[src/design/ialu_pkg.sv]
// Package for the 22-operation integer ALU.
// Holds the opcodes, status codes and the control word passed along the cell chain.
// No dependencies.
package ialu_pkg;

    typedef enum logic [4:0] {
        OP_ADD    = 5'd1,
        OP_SUB    = 5'd2,
        OP_MUL    = 5'd3,
        OP_DIV    = 5'd4,
        OP_MOD    = 5'd5,
        OP_GT     = 5'd6,
        OP_LT     = 5'd7,
        OP_GE     = 5'd8,
        OP_LE     = 5'd9,
        OP_EQ     = 5'd10,
        OP_NE     = 5'd11,
        OP_LAND   = 5'd12,
        OP_LOR    = 5'd13,
        OP_LNOT   = 5'd14,
        OP_INC    = 5'd15,
        OP_DEC    = 5'd16,
        OP_AND    = 5'd17,
        OP_OR     = 5'd18,
        OP_XOR    = 5'd19,
        OP_SHL    = 5'd20,
        OP_SAR    = 5'd21,
        OP_NOT    = 5'd22
    } op_t;

    localparam logic [2:0] ST_OK        = 3'd0;
    localparam logic [2:0] ST_BAD_OP    = 3'd1;
    localparam logic [2:0] ST_DIV_ZERO  = 3'd2;
    localparam logic [2:0] ST_DIV_OVF   = 3'd3;
    localparam logic [2:0] ST_BAD_SHIFT = 3'd4;

    localparam int OUT_LIMIT = 32;

    typedef struct packed {
        logic       vld;
        logic       is_div;
        logic       is_mod;
        logic       neg_q;
        logic       neg_r;
        logic [2:0] status;
    } ctrl_t;

endpackage

[src/design/ialu_back.sv]
// Output stage: applies signs to quotient and remainder, picks the result
// and holds the result beat until taken. Uses ialu_pkg.
module ialu_back
    import ialu_pkg::*;
#(
    parameter int DATA_WIDTH = 32
)
(
    input  logic                  clk,
    input  logic                  rst_n,
    input  logic                  en,
    input  ctrl_t                 ctrl_i,
    input  logic [DATA_WIDTH-1:0] rslt_i,
    input  logic [DATA_WIDTH-1:0] rem_i,
    input  logic [DATA_WIDTH-1:0] quo_i,
    output logic                  vld,
    output logic [DATA_WIDTH-1:0] result,
    output logic [2:0]            status
);
    localparam int OUT_BITS = (DATA_WIDTH < OUT_LIMIT) ? DATA_WIDTH : OUT_LIMIT;
    localparam logic [DATA_WIDTH-1:0] RES_MASK = {DATA_WIDTH{1'b1}} >> (DATA_WIDTH - OUT_BITS);

    logic                  vld_reg;
    logic [DATA_WIDTH-1:0] res_reg, res_next;
    logic [2:0]            st_reg;

    always_comb
    begin
        if (ctrl_i.status != ST_OK)
            res_next = '0;
        else if (ctrl_i.is_div)
            res_next = ctrl_i.neg_q ? ('0 - quo_i) : quo_i;
        else if (ctrl_i.is_mod)
            res_next = ctrl_i.neg_r ? ('0 - rem_i) : rem_i;
        else
            res_next = rslt_i;
    end

    always_ff @(posedge clk or negedge rst_n)
    begin
        if (!rst_n)
            vld_reg <= 1'b0;
        else if (en)
            vld_reg <= ctrl_i.vld;
    end

    always_ff @(posedge clk)
    begin
        if (en)
        begin
            res_reg <= res_next & RES_MASK;
            st_reg  <= ctrl_i.status;
        end
    end

    assign vld    = vld_reg;
    assign result = res_reg;
    assign status = st_reg;

endmodule

[config.mk]
export PLATFORM = sky130hd
export DESIGN_NAME = ialu_back
export DESIGN_NICKNAME = d
export VERILOG_FILES = /design/src/design/ialu_pkg.sv /design/src/design/ialu_back.sv
export SDC_FILE = /design/constraint.sdc
export NUM_CORES = 1
export LEC_CHECK = 0
export BUFFER_PORTS_ARGS = -buffer_cell sky130_fd_sc_hd__buf_2
export CAP_MARGIN = 15
export CELL_PAD_IN_SITES_DETAIL_PLACEMENT = 0
export CELL_PAD_IN_SITES_GLOBAL_PLACEMENT = 2
export CORE_MARGIN = 2
export CORE_UTILIZATION = 27
export CTS_CLUSTER_DIAMETER = 200
export CTS_CLUSTER_SIZE = 28
export DETAILED_ROUTE_END_ITERATION = 8
export GPL_ROUTABILITY_DRIVEN = 0
export PLACE_DENSITY_LB_ADDON = 0.1
export SKIP_LAST_GASP = 1
export SLEW_MARGIN = 20
export SYNTH_ARGS = -nofsm -noshare
export SYNTH_HDL_FRONTEND = slang
export SYNTH_SLANG_ARGS = --single-unit
[constraint.sdc]
create_clock -name clk -period 1.1 [get_ports clk]
set_clock_uncertainty 0.15 [all_clocks]
set_input_delay 0.055 -clock clk [delete_from_list [all_inputs] [get_ports clk]]
set_output_delay 0.055 -clock clk [all_outputs]
set_load 0.01 [all_outputs]
# Yosys cells after proc, flatten, opt, wreduce, memory -nomap -nowiden
# Cells that the tools add are included.
totals:
  regBits: 36
  inputBits: 107
  output_inout_bits: 36
  elab_cells: 10
op_classes:
  add_sub_neg: 2
  n_mux: 4
  reduce_logical: 1
ops:
  columns: ["op", "n"]
  rows:
  - ["two-way mux 32 bit", 4]
  - ["subtractor 1 x 32 -> 32 bit, first input constant", 2]
  - ["nonzero test 3 bit", 1]

# Depth between registers and ports, before layout
logic_depth:
  depth_word: 4
  depth_mapped: 8
  mapped_depth_nobuf: 7

# Least setup slack after synthesis
# No wires, ideal clock.
synth_timing:
  kind: "input to register"
  startpoint: "in rem_i[0]"
  endpoint: "reg res_reg[28] (netlist: result[28]), data pin"
  setup_ns: 0.269
  arrival_ns: 1.914
  required_ns: 0.681
  slack_ns: -1.233
  cell_stages: 8
  path_buffers: 1
  path_cell_list: "inv_1 ha_1 or3b_2 clkbuf_1 or4_4 o31ai_1 xor2_1 o211ai_1"
synth_via:
  elab_chain_len: 4
synth_rtl:
  columns: ["item", "line_no", "rtl"]
  rows:
  - ["from (decl)", "ialu_back.sv:14", "input logic [DATA_WIDTH-1:0] rem_i,"]
  - ["subtractor 1 x 32 -> 32 bit", "ialu_back.sv:34", "res_next = ctrl_i.neg_r ? ('0 - rem_i) : rem_i;"]
  - ["two-way mux 32 bit", "ialu_back.sv:34", null]
  - ["two-way mux 32 bit", "ialu_back.sv:33", "else if (ctrl_i.is_mod)"]
  - ["two-way mux 32 bit", "ialu_back.sv:31", "else if (ctrl_i.is_div)"]
  - ["to (signal assigned)", "ialu_back.sv:51", "res_reg <= res_next & RES_MASK;"]
  - ["to (decl)", "ialu_back.sv:24", "logic [DATA_WIDTH-1:0] res_reg, res_next;"]
# No other way between the ends.
# A chain may end at the register's enable or synchronous reset.

# Worst setup path after layout
layout_timing:
  startpoint: "in rem_i[1]"
  endpoint: "reg res_reg[19] (netlist: result[19]), data pin"
# The elaborated chain is that of the path after synthesis.

==> results.yml <==
status:
  status: "finished, violations left"
  violations: "negative hold slack, negative setup slack"
yosys:
  avgSynthCellArea_sq_um: 8.542
  synthSimpleGateAreaFrac_pct: 25.75
  synth-xor-area-share_pct: 10.13
  yosys_register_bits: 36
  synthesis.nets: 514
  synth_cell_types: 53
  async_flop_share_pct: 2.778
  synthFlopType: "edfxtp_1"
  synth_top_family_by_area: "simple AND/OR/NAND/NOR gates"
  muxShareOfSynthArea_pct: 5.678
  ys_warn_count: 0
  synthAdderAreaFrac_pct: 0.7233
  synth_edf_count: 35
  netlist_area_sq_um: 3460
  synth-seq-area-share_pct: 31.10
  synth_compound_area_share_pct: 22.24
  syn_inst: 405
global_routing:
  grt_usage_pct: 22.03
  grt.met1_usage_pct: 31.86
  grt_max_degree: 22
  grt_use_met2_pct: 34.44
  grt_first_pass_wirelength_mm: 22.85
  antenna_found_initial: 0
  overflow: 0
  busiest_layer: "met2"
  grt_pass1_vias: 4207
  grtUsageMet3_pct: 3.605
placement:
  post-place-ws_ns: -1.591
  hpwl_mm: 12.23
  port_buffers: 142
  dpl_cell_area_sq_um: 5593
layout:
  largest_reg_flops: 32
  ff_latch_area_sq_um: 1076
  layout.nets: 810
  diodes: 0
  fill_cells: 1227
  final_common_cell: "buf_4"
  stdcell_area_sq_um: 6411
  multi_input_area_sq_um: 2744
  area_delta_synth_final_pct: 85.32
  drive_gt1_share_pct: 54.27
  final_cell_mix: "buf_4 (150), buf_2 (135), edfxtp_1 (35)"
hold_path:
  holdCritStartpoint: "rslt_i[29]"
  hold_path_depth: 3
  hp-class: "in -> reg"
  whs_endpoint: "result[29]$_SDFFCE_PP0P_"
setup_path:
  startpoint: "rem_i[1]"
  cp.arrival_ns: 1.90
  r2r-start: "vld$_DFFE_PN0P_"
  path_max_fanout: 5
  cp_num_buf_inv: 1
  worstRegToRegCells: 1
  cp_common_cell: "or4_4"
  critPathMaxStageDelay_ns: 0.62
  crit_chain: "buf_8, or4_4, or4_4, nor4_4, mux2i_1, o211ai_1"
  end_kind: "register"
  crit_type: "in -> reg"
  path_delay_family: "simple AND/OR/NAND/NOR gates"
  rr_endpoint: "vld$_DFFE_PN0P_"
  crit_required_ns: 0.98
  r2r_setup_slack_ns: 0.19
  cp_slowest_cell: "or4_4"
  startpoint_type: "input port"
sta:
  holdWs_ns: -0.02931
  post-route-period-util_pct: 183.1
  tightest_slew_ns: 0.5199
  fin_ws_ns: -0.9144
  hold_viol: 3
  relSlewSlack_pct: 65.07
  setup-violations-final: 30
  layout_min_cycle_time_ns: 2.014
  fmax_mhz: 496.4
  rsz0062_at_grt: "yes"
  slew_violations: 0
floorplan:
  die_w_um: 117.2
  core_area_sq_um: 12570
  io_pins: 143
  fp.dieH_um: 117.2
  dieArea_sq_um: 13730
  start_util_pct: 27.53
  num_rows: 41
clock_tree:
  cts_made_buffers: 5
  cts_root_buffer: "clkbuf_16"
  cts_tree: "built"
  h-tree-depth: 2
  clk_latency_ns: 0.28
  path_clk_slew_ns: 0.06
  clkSinkCount: 36
  clock_path_buffers: 2
routing:
  dr.pass1.iters: 5
  drc: 0
  wire_per_inst_um: 17.19
  ant_nets: 0
  viasPerCell: 5.057
  drtIter0Drc: 381
  vias: 4420
  routed_wl_mm: 15.02
pwr:
  p_leak_nw: 2.716
  total_power_mw: 4.767
  irDropWorstVdd_v: 0.0004944
  p_per_area_nw_per_um2: 743.5
run:
  drv_cap: 0
==> metal layers <==
layer,vias up,part of all wire (%),wire length (um)
met5,-,0,0
met4,0,1.3,200
met3,16,6.5,975
met2,148,45,6690
met1,2079,48,7154
li1,2177,-,-
==> stage by stage <==
step	TNS, ns	utilization, %	std cells	hold slack (ns)
2_1_floorplan	-23.46	-	405	-0.3906
3_3_place_gp	-33.89	44.50	840	-0.3207
3_5_place_dp	-34.69	44.50	840	-0.3185
4_1_cts	-20.88	49.70	868	-0.03399
5_1_grt	-22.93	51.01	874	-0.02851
6_report	-21.00	51.01	874	-0.02931
==> kinds of logic (layout without fill, tap and decap cells) <==
kind of cell | after synthesis | in the layout
adders and majority gates | 2 | 2
DFF | 36 | 36
xor gates and xnor gates | 40 | 40
and+or+nand+nor | 161 | 161
AOI/OAI and AO/OA | 109 | 109
buffers and inverters | 38 | 335
muxes | 19 | 19
==> final cells by class <==
| cell class | count | area share, % |
|---|---|---|
| clock buffer | 6 | 2.010 |
| clock inverter | 2 | 0.1952 |
| inverter | 11 | 0.9173 |
| multi-input combinational | 331 | 42.80 |
| sequential | 36 | 16.78 |
| tap | 172 | 3.357 |
| timing repair buffer | 316 | 33.94 |
==> cell usage after synthesis, drive strengths merged, types with 11 or more instances <==
| cell type | n | share of area [%] |
|---|---|---|
| clkbuf | 24 | 2.6 |
| nor4 | 14 | 2.5 |
| nor3 | 14 | 2.0 |
| o31ai | 16 | 3.5 |
| xnor2 | 16 | 4.1 |
| edfxtp | 35 | 30 |
| or4 | 15 | 3.6 |
| nor2 | 36 | 3.9 |
| o21ai | 21 | 3.0 |
| mux2i | 14 | 4.1 |
| nand3b | 11 | 2.4 |
| xor2 | 24 | 6.1 |
| nand2 | 26 | 2.8 |
| o211ai | 11 | 2.4 |
==> worst max-delay path by stage <==
stage / depth (start not counted) / endpoint / slack [ns]
2_1_floorplan: 6 / result[24]$_SDFFCE_PP0P_ / -1.07
3_3_place_gp: 8 / result[23]$_SDFFCE_PP0P_ / -1.48
3_5_place_dp: 8 / result[21]$_SDFFCE_PP0P_ / -1.59
4_1_cts: 7 / result[19]$_SDFFCE_PP0P_ / -0.94
5_1_grt: 8 / result[28]$_SDFFCE_PP0P_ / -0.97
6_report: 6 / result[19]$_SDFFCE_PP0P_ / -0.91
==> power breakdown <==
group          internal, mW  switching (mW)  total [mW]
Sequential             1.61          0.0304        1.64
Combinational         0.864           0.848        1.71
Clock                 0.836           0.576        1.41
Total                  3.31            1.45        4.77
==> timing repair <==
item                                    4_1_cts  5_1_grt
cloned                                        0        0
gates resized for setup                      65       24
setup buffers                                 7        8
endpoints found under the hold margin        16        2
endpoints found under the setup margin       32       32
pin swaps                                    42       24
hold buffers                                 14        1
Power figures use the tool's default switching activity.
