<file path="config.mk">
export PLATFORM = sky130hd
export DESIGN_NAME = ialu_div_cell
export DESIGN_NICKNAME = d
export VERILOG_FILES = /design/src/design/ialu_pkg.sv /design/src/design/ialu_div_cell.sv
export SDC_FILE = /design/constraint.sdc
export NUM_CORES = 1
export LEC_CHECK = 0
export ABC_AREA = 1
export BUFFER_PORTS_ARGS = -buffer_cell sky130_fd_sc_hd__buf_2
export CAP_MARGIN = 40
export CORE_MARGIN = 2
export CORE_UTILIZATION = 45
export CTS_CLUSTER_SIZE = 24
export DETAILED_ROUTE_END_ITERATION = 10
export GPL_TIMING_DRIVEN = 0
export PLACE_DENSITY = 0.75
export RECOVER_POWER = 50
export SYNTH_ARGS = -nofsm -noshare
export SYNTH_HDL_FRONTEND = slang
export SYNTH_SLANG_ARGS = --single-unit
</file>
<file path="constraint.sdc">
create_clock -name clk -period 0.8 [get_ports clk]
set_input_delay 0 -clock clk [delete_from_list [all_inputs] [get_ports clk]]
set_output_delay 0 -clock clk [all_outputs]
set_load 0.02 [all_outputs]
</file>
<file path="src/design/ialu_pkg.sv">
// Package for the 22-operation integer ALU.
// Holds the opcodes, status codes and the control word passed along the cell chain.
// No dependencies.
package ialu_pkg;

    typedef enum logic [4:0] {
        OP_ADD    = 5'd1,
        OP_SUB    = 5'd2,
        OP_MUL    = 5'd3,
        OP_DIV    = 5'd4,
        OP_MOD    = 5'd5,
        OP_GT     = 5'd6,
        OP_LT     = 5'd7,
        OP_GE     = 5'd8,
        OP_LE     = 5'd9,
        OP_EQ     = 5'd10,
        OP_NE     = 5'd11,
        OP_LAND   = 5'd12,
        OP_LOR    = 5'd13,
        OP_LNOT   = 5'd14,
        OP_INC    = 5'd15,
        OP_DEC    = 5'd16,
        OP_AND    = 5'd17,
        OP_OR     = 5'd18,
        OP_XOR    = 5'd19,
        OP_SHL    = 5'd20,
        OP_SAR    = 5'd21,
        OP_NOT    = 5'd22
    } op_t;

    localparam logic [2:0] ST_OK        = 3'd0;
    localparam logic [2:0] ST_BAD_OP    = 3'd1;
    localparam logic [2:0] ST_DIV_ZERO  = 3'd2;
    localparam logic [2:0] ST_DIV_OVF   = 3'd3;
    localparam logic [2:0] ST_BAD_SHIFT = 3'd4;

    localparam int OUT_LIMIT = 32;

    typedef struct packed {
        logic       vld;
        logic       is_div;
        logic       is_mod;
        logic       neg_q;
        logic       neg_r;
        logic [2:0] status;
    } ctrl_t;

endpackage

</file>
<file path="src/design/ialu_div_cell.sv">
// One restoring-division cell: develops one quotient bit per beat.
// Carries the control word and the front-stage result alongside. Uses ialu_pkg.
module ialu_div_cell
    import ialu_pkg::*;
#(
    parameter int DATA_WIDTH = 32
)
(
    input  logic                  clk,
    input  logic                  rst_n,
    input  logic                  en,
    input  ctrl_t                 ctrl_i,
    input  logic [DATA_WIDTH-1:0] rslt_i,
    input  logic [DATA_WIDTH-1:0] rem_i,
    input  logic [DATA_WIDTH-1:0] quo_i,
    input  logic [DATA_WIDTH-1:0] dsr_i,
    output ctrl_t                 ctrl_o,
    output logic [DATA_WIDTH-1:0] rslt_o,
    output logic [DATA_WIDTH-1:0] rem_o,
    output logic [DATA_WIDTH-1:0] quo_o,
    output logic [DATA_WIDTH-1:0] dsr_o
);
    ctrl_t                 ctrl_reg;
    logic [DATA_WIDTH-1:0] rslt_reg;
    logic [DATA_WIDTH-1:0] rem_reg, rem_next;
    logic [DATA_WIDTH-1:0] quo_reg, quo_next;
    logic [DATA_WIDTH-1:0] dsr_reg;
    logic [DATA_WIDTH-1:0] trial;
    logic                  qbit;

    always_comb
    begin
        trial    = {rem_i[DATA_WIDTH-2:0], quo_i[DATA_WIDTH-1]};
        qbit     = trial >= dsr_i;
        rem_next = qbit ? (trial - dsr_i) : trial;
        quo_next = {quo_i[DATA_WIDTH-2:0], qbit};
    end

    always_ff @(posedge clk or negedge rst_n)
    begin
        if (!rst_n)
            ctrl_reg <= '0;
        else if (en)
            ctrl_reg <= ctrl_i;
    end

    always_ff @(posedge clk)
    begin
        if (en)
        begin
            rslt_reg <= rslt_i;
            rem_reg  <= rem_next;
            quo_reg  <= quo_next;
            dsr_reg  <= dsr_i;
        end
    end

    assign ctrl_o = ctrl_reg;
    assign rslt_o = rslt_reg;
    assign rem_o  = rem_reg;
    assign quo_o  = quo_reg;
    assign dsr_o  = dsr_reg;

endmodule

</file>
After elaboration in Yosys (flattened, before gate mapping)
Index checks and enable logic that the tools add are counted.

word-level totals
  bits in registers = 136
  input port bits = 139
  output and inout port bits = 136
  logic and storage cells = 13

cells by class
  add/sub/neg operators = 1
  $lt $le $gt $ge = 1
  mux-type cells = 1

operators with widths
  operator              number
  >= comparator 32 bit  1
  two-way mux 32 bit    1
  subtractor 32 bit     1

Depth between registers and ports, before layout
  depth after elaboration = 2
  mapped depth = 16
  mapped depth without buffers = 15

Worst setup path after synthesis
OpenSTA, ideal clock, no wires.

  kind = input to register
  start = input port quo_i[31]
  end = register rem_reg[31] (netlist: rem_o[31]) (data pin)
  setup time = 0.253 ns
  arrival = 1.559 ns
  data required time = 0.547 ns
  setup slack = -1.012 ns
  cell stages on the path = 16
  path buffers = 1
  path through = inv_1 > ha_1 > fa_1 > inv_1 > nand2_1 > nand2_1 > nand3_1 > nand2_2 > nand2_2 > nand3_1 > nand2_2 > nand2_4 > inv_4 > buf_6 > nand2_1 > nand2_1

between the ends
  word-level cells in the longest chain between the ends = 2
  elaborated cells between the ends (all ways) = 3
  those cells by class = 1 x add/sub; 1 x order compare; 1 x mux

ends and longest elaborated chain
  what                                                              RTL line                                  source
  from (decl)                                                       ialu_div_cell.sv:15                       input logic [DATA_WIDTH-1:0] quo_i,
  subtractor 32 bit / >= comparator 32 bit (equally long branches)  ialu_div_cell.sv:35, ialu_div_cell.sv:34
  two-way mux 32 bit *                                              ialu_div_cell.sv:35                       rem_next = qbit ? (trial - dsr_i) : trial;
  via rem_next[31]                                                  ialu_div_cell.sv:25                       logic [DATA_WIDTH-1:0] rem_reg, rem_next;
  to (signal assigned)                                              ialu_div_cell.sv:52                       rem_reg <= rem_next;
  to (decl)                                                         ialu_div_cell.sv:25

Mark *: on every way through the listed nets, which the timed path passes. The rest lies on a longest branch.
A chain may end at the register's enable or synchronous reset.

Final worst setup path
  start = input port dsr_i[9]
  end = register rem_reg[16] (netlist: rem_o[16]) (data pin)

between the ends
  word-level cells in the longest chain between the ends = 2
  elaborated cells between the ends (all ways) = 3
  those cells by class = 1 x add/sub; 1 x order compare; 1 x mux

ends and longest elaborated chain
  what                                                              RTL line                                  source
  from (decl)                                                       ialu_div_cell.sv:16                       input logic [DATA_WIDTH-1:0] dsr_i,
  subtractor 32 bit / >= comparator 32 bit (equally long branches)  ialu_div_cell.sv:35, ialu_div_cell.sv:34
  two-way mux 32 bit *                                              ialu_div_cell.sv:35
  via rem_next[16]                                                  ialu_div_cell.sv:25

Marks and branches as above.

==> results by group <==
STA
  – Final Hold Fails: 0
  – Final period utilization: 1.91
  – Setup violators final: approximately 240
  – Minimum clock period: ~1.5 ns
  – Peak Freq: about 650 MHz
  – Setup TNS: -59.80 ns
  – Final max-slew violation count: 0
  – RSZ-0062 raised after global routing: true
  – Worst slew pin tran: ~0.83 ns
  – Final worst slack: -0.731 ns
  – Fin Clk Skew: 0 ns
  – Relative slew slack: 0.450

Floorplanning
  – # IOs: ~280
  – Die width: between 100 and 150 µm
  – Die H: 131 µm
  – Die ar.: between 15000 and 20000 µm²
  – Num rows: 46
  – Core box area: approximately 16000 µm²
  – Starting Density: 0.459

Worst setup path
  – CP Launch Type: primary input
  – Critical-path cell list: buf_2, inv_2, ha_4, nand2_1, nand2_2, nand2_1, nand2_2, a21oi_4, buf_4, buf_4, buf_4, buf_4, nand2_2, xor2_1, nand2_1, nand2_1
  – Worst Setup End Kind: register
  – Worst R2R Setup Slack: -0.12 ns
  – R2R Path Start: ctrl_o[5]$_DFFE_PN0P_
  – Crit path max fanout: 4
  – WS Path Type: in -> reg
  – Crit path max-delay family: buffers and inverters
  – Required time of the critical path: roughly 1.1 ns
  – Worst path bufs/invs: 6
  – Slowest cell delay on critical path: a little under 0.3 ns
  – Critical Path Source: dsr_i[9]
  – Crit path arrival time: 1.82 ns
  – Slowest cell on the critical path: ha_4

Synthesis
  – Xor and xnor area share after synthesis: 0.0170
  – Most frequent cell after synthesis: nand2_1
  – Netlist cell types: 30
  – Syn Inst Count: just over 800
  – Asr flop ratio synth: 0.0588
  – Sequential share of the synthesized area: 0.559
  – Syn nets: around 980
  – Largest cells by area after synthesis: edfxtp_1, nand2_1, inv_1
  – Synth warnings: 0
  – Commonest cells in the netlist: nand2_1, inv_1, edfxtp_1, nand3_1, nor2_1
  – Post-synthesis simple-gate area fraction: 0.239
  – Top-area cell type share of the netlist area: 0.531
  – Synthesized area per cell: 8.94 µm²
  – Main combinational cell family by area after synthesis: simple AND/OR/NAND/NOR gates
  – Synth Register Bits: roughly 140
  – Dominant synthesized flop cell: edfxtp_1
  – Complex-gate fraction of the synthesized area: 0.0192
  – Netlist Area Pre-Place: approximately 7200 µm²
  – Adder-Cell Fraction of Synth Area: 0.0581
  – Yosys top cell by area: edfxtp_1
  – EDFF count, synth: approximately 130
  – Mux cell area share after synthesis: 0.0125

Pwr
  – Switching share of power: 0.320
  – Total power: 0.0246 W
  – Psw: about 0.0079 W
  – Pwr Density: 1920 nW/µm²
  – Pint: between 0.015 and 0.02 W
  – Power share of the combinational group: 0.295
  – Clock Power Share: 0.339
  – Leakage power: a little over 6 nW
  – Sequential fraction of design power: 0.366
  – VDD IR max: between 0.0015 and 0.002 V

Outcome
  – Outcome: finished, violations left
  – Failing checks: negative setup slack

Place
  – Placed inst area: ~9000 µm²
  – Half-perimeter wire length after placement: about 16000 µm
  – PortBufs: about 270
  – Final RePlAce weighted congestion: a little over 0.9
  – DP Worst Slack: -1.28 ns

Drt
  – Via density: approximately 5
  – Antenna Nets Post-Route: 0
  – WL per Instance: between 15 and 20 µm
  – Initial DRC Count: roughly 530
  – Drt pass-1 iters: 5
  – Vias: about 7500
  – Residual DRC: 0
  – Post-Route WL: between 20000 and 30000 µm

Layout
  – Final instance area: approximately 13000 µm²
  – Nets: roughly 1400
  – Area growth, synth to finish: 76.9%
  – Layout cells sized above 1: 0.396

Clock tree
  – Clock root buffer: clkbuf_16
  – Worst-path clk slew: around 0.060 ns
  – TritonCTS Buffers: 17
  – # clock sinks: about 140
  – CTS tree: done
  – Clock tree buffer depth: 2
  – H-Tree Level Count: 4
  – Clock Latency Late Sink: 0.42 ns

GRT
  – Vias in the first global route: between 7000 and 8000
  – Total track usage: 0.301
  – Global-route wire length before repair: roughly 38000 µm
  – Initial antenna violation count: 3
  – Aggregate global routing overflow: 0
  – Pin count of the biggest net entering global routing: 54

Worst hold path
  – Min-delay src: dsr_i[0]
  – Hold Crit Class: in -> reg

Job
  – Max-Cap Viols: 0
-- power by group through the flow --
stage               Sequential [W]  Combinational, W  Clock (W)
floorplan                  0.00984           0.00196          0
global placement           0.00891           0.00454          0
detailed placement         0.00890           0.00463          0
CTS                        0.00880           0.00615    0.00817
global route               0.00905           0.00771    0.00864
finish                     0.00900           0.00725    0.00835
-- logic make-up (layout without fill, tap and decap cells) --
family,Yosys count,count (layout)
simple gates,422,422
other cells,0,3
compound gates,25,25
xor+xnor,14,14
flops,136,136
fa+ha+maj,33,33
mux,8,8
buf+inv,171,652
-- worst paths after layout --
check / to / cells after the start
setup / recovery: rem_o[16]$_DFFE_PP_ / 16
hold / removal: rem_o[0]$_DFFE_PP_ / 5
setup reg to reg: ctrl_o[5]$_DFFE_PN0P_ / 2
hold reg to reg: ctrl_o[0]$_DFFE_PN0P_ / 1
max in group asynchronous: ctrl_o[0]$_DFFE_PN0P_ / 3
min in group asynchronous: ctrl_o[7]$_DFFE_PN0P_ / 3
-- state kept, by name, indices dropped and copies added (netlist names) --
name	count
ctrl_o	8
dsr_o	32
quo_o	32
rem_o	32
rslt_o	32
-- stage by stage --
step	cells	hold slack [ns]	utilization
6_report	1509	0.119	0.811
3_5_place_dp	1299	-0.149	0.570
4_1_cts	1494	-0.201	0.758
2_1_floorplan	809	-0.296	-
5_1_grt	1509	0.126	0.811
3_3_place_gp	1298	-0.154	0.568
-- area by class of cell --
type,instances,area (µm²)
sequential,136,4050
timing repair buffer,451,3950
multi-input combinational,502,3200
fill,920,2970
inverter,164,636
clock buffer,17,425
tap,216,270
clock inverter,15,183
buffer,5,72.6
antenna,3,7.51
-- cell usage in the layout, fill, tap and decap left out, types with 28 or more instances in the layout --
cell type | Yosys | final
buf_6 | 6 | 118
buf_2 | 0 | 153
nand2_1 | 309 | 258
nand2_2 | 4 | 42
buf_4 | 0 | 31
inv_1 | 161 | 144
dlygate4sd3_1 | 0 | 137
nor2_1 | 40 | 29
edfxtp_1 | 128 | 128
nand3_1 | 44 | 28
-- timing repair --
item | CTS | global route
endpoints found under the hold margin | 193 | 37
resized for setup | 163 | 239
hold buffers | 136 | 1
gates cloned | 5 | 1
pin swaps | 12 | 28
setup endpoints to repair | 177 | 175
setup buffers | 24 | 10
-- worst reg2reg max path, cell delays in order, from the launching register on --
cell and delay [ns]:
dfrtp_2 0.43, buf_6 0.12, mux2_4 0.26
-- metal layers --
metal | wire length [µm] | GRT usage | vias up | part of all wire
met5 | 0 | 0 | - | 0
met4 | 1510 | 0.145 | 0 | 0.050
met3 | 2240 | 0.0831 | 103 | 0.075
met2 | 15500 | 0.546 | 374 | 0.52
met1 | 10600 | 0.325 | 3573 | 0.36
li1 | - | - | 3499 | -
Power figures use the tool's default switching activity.
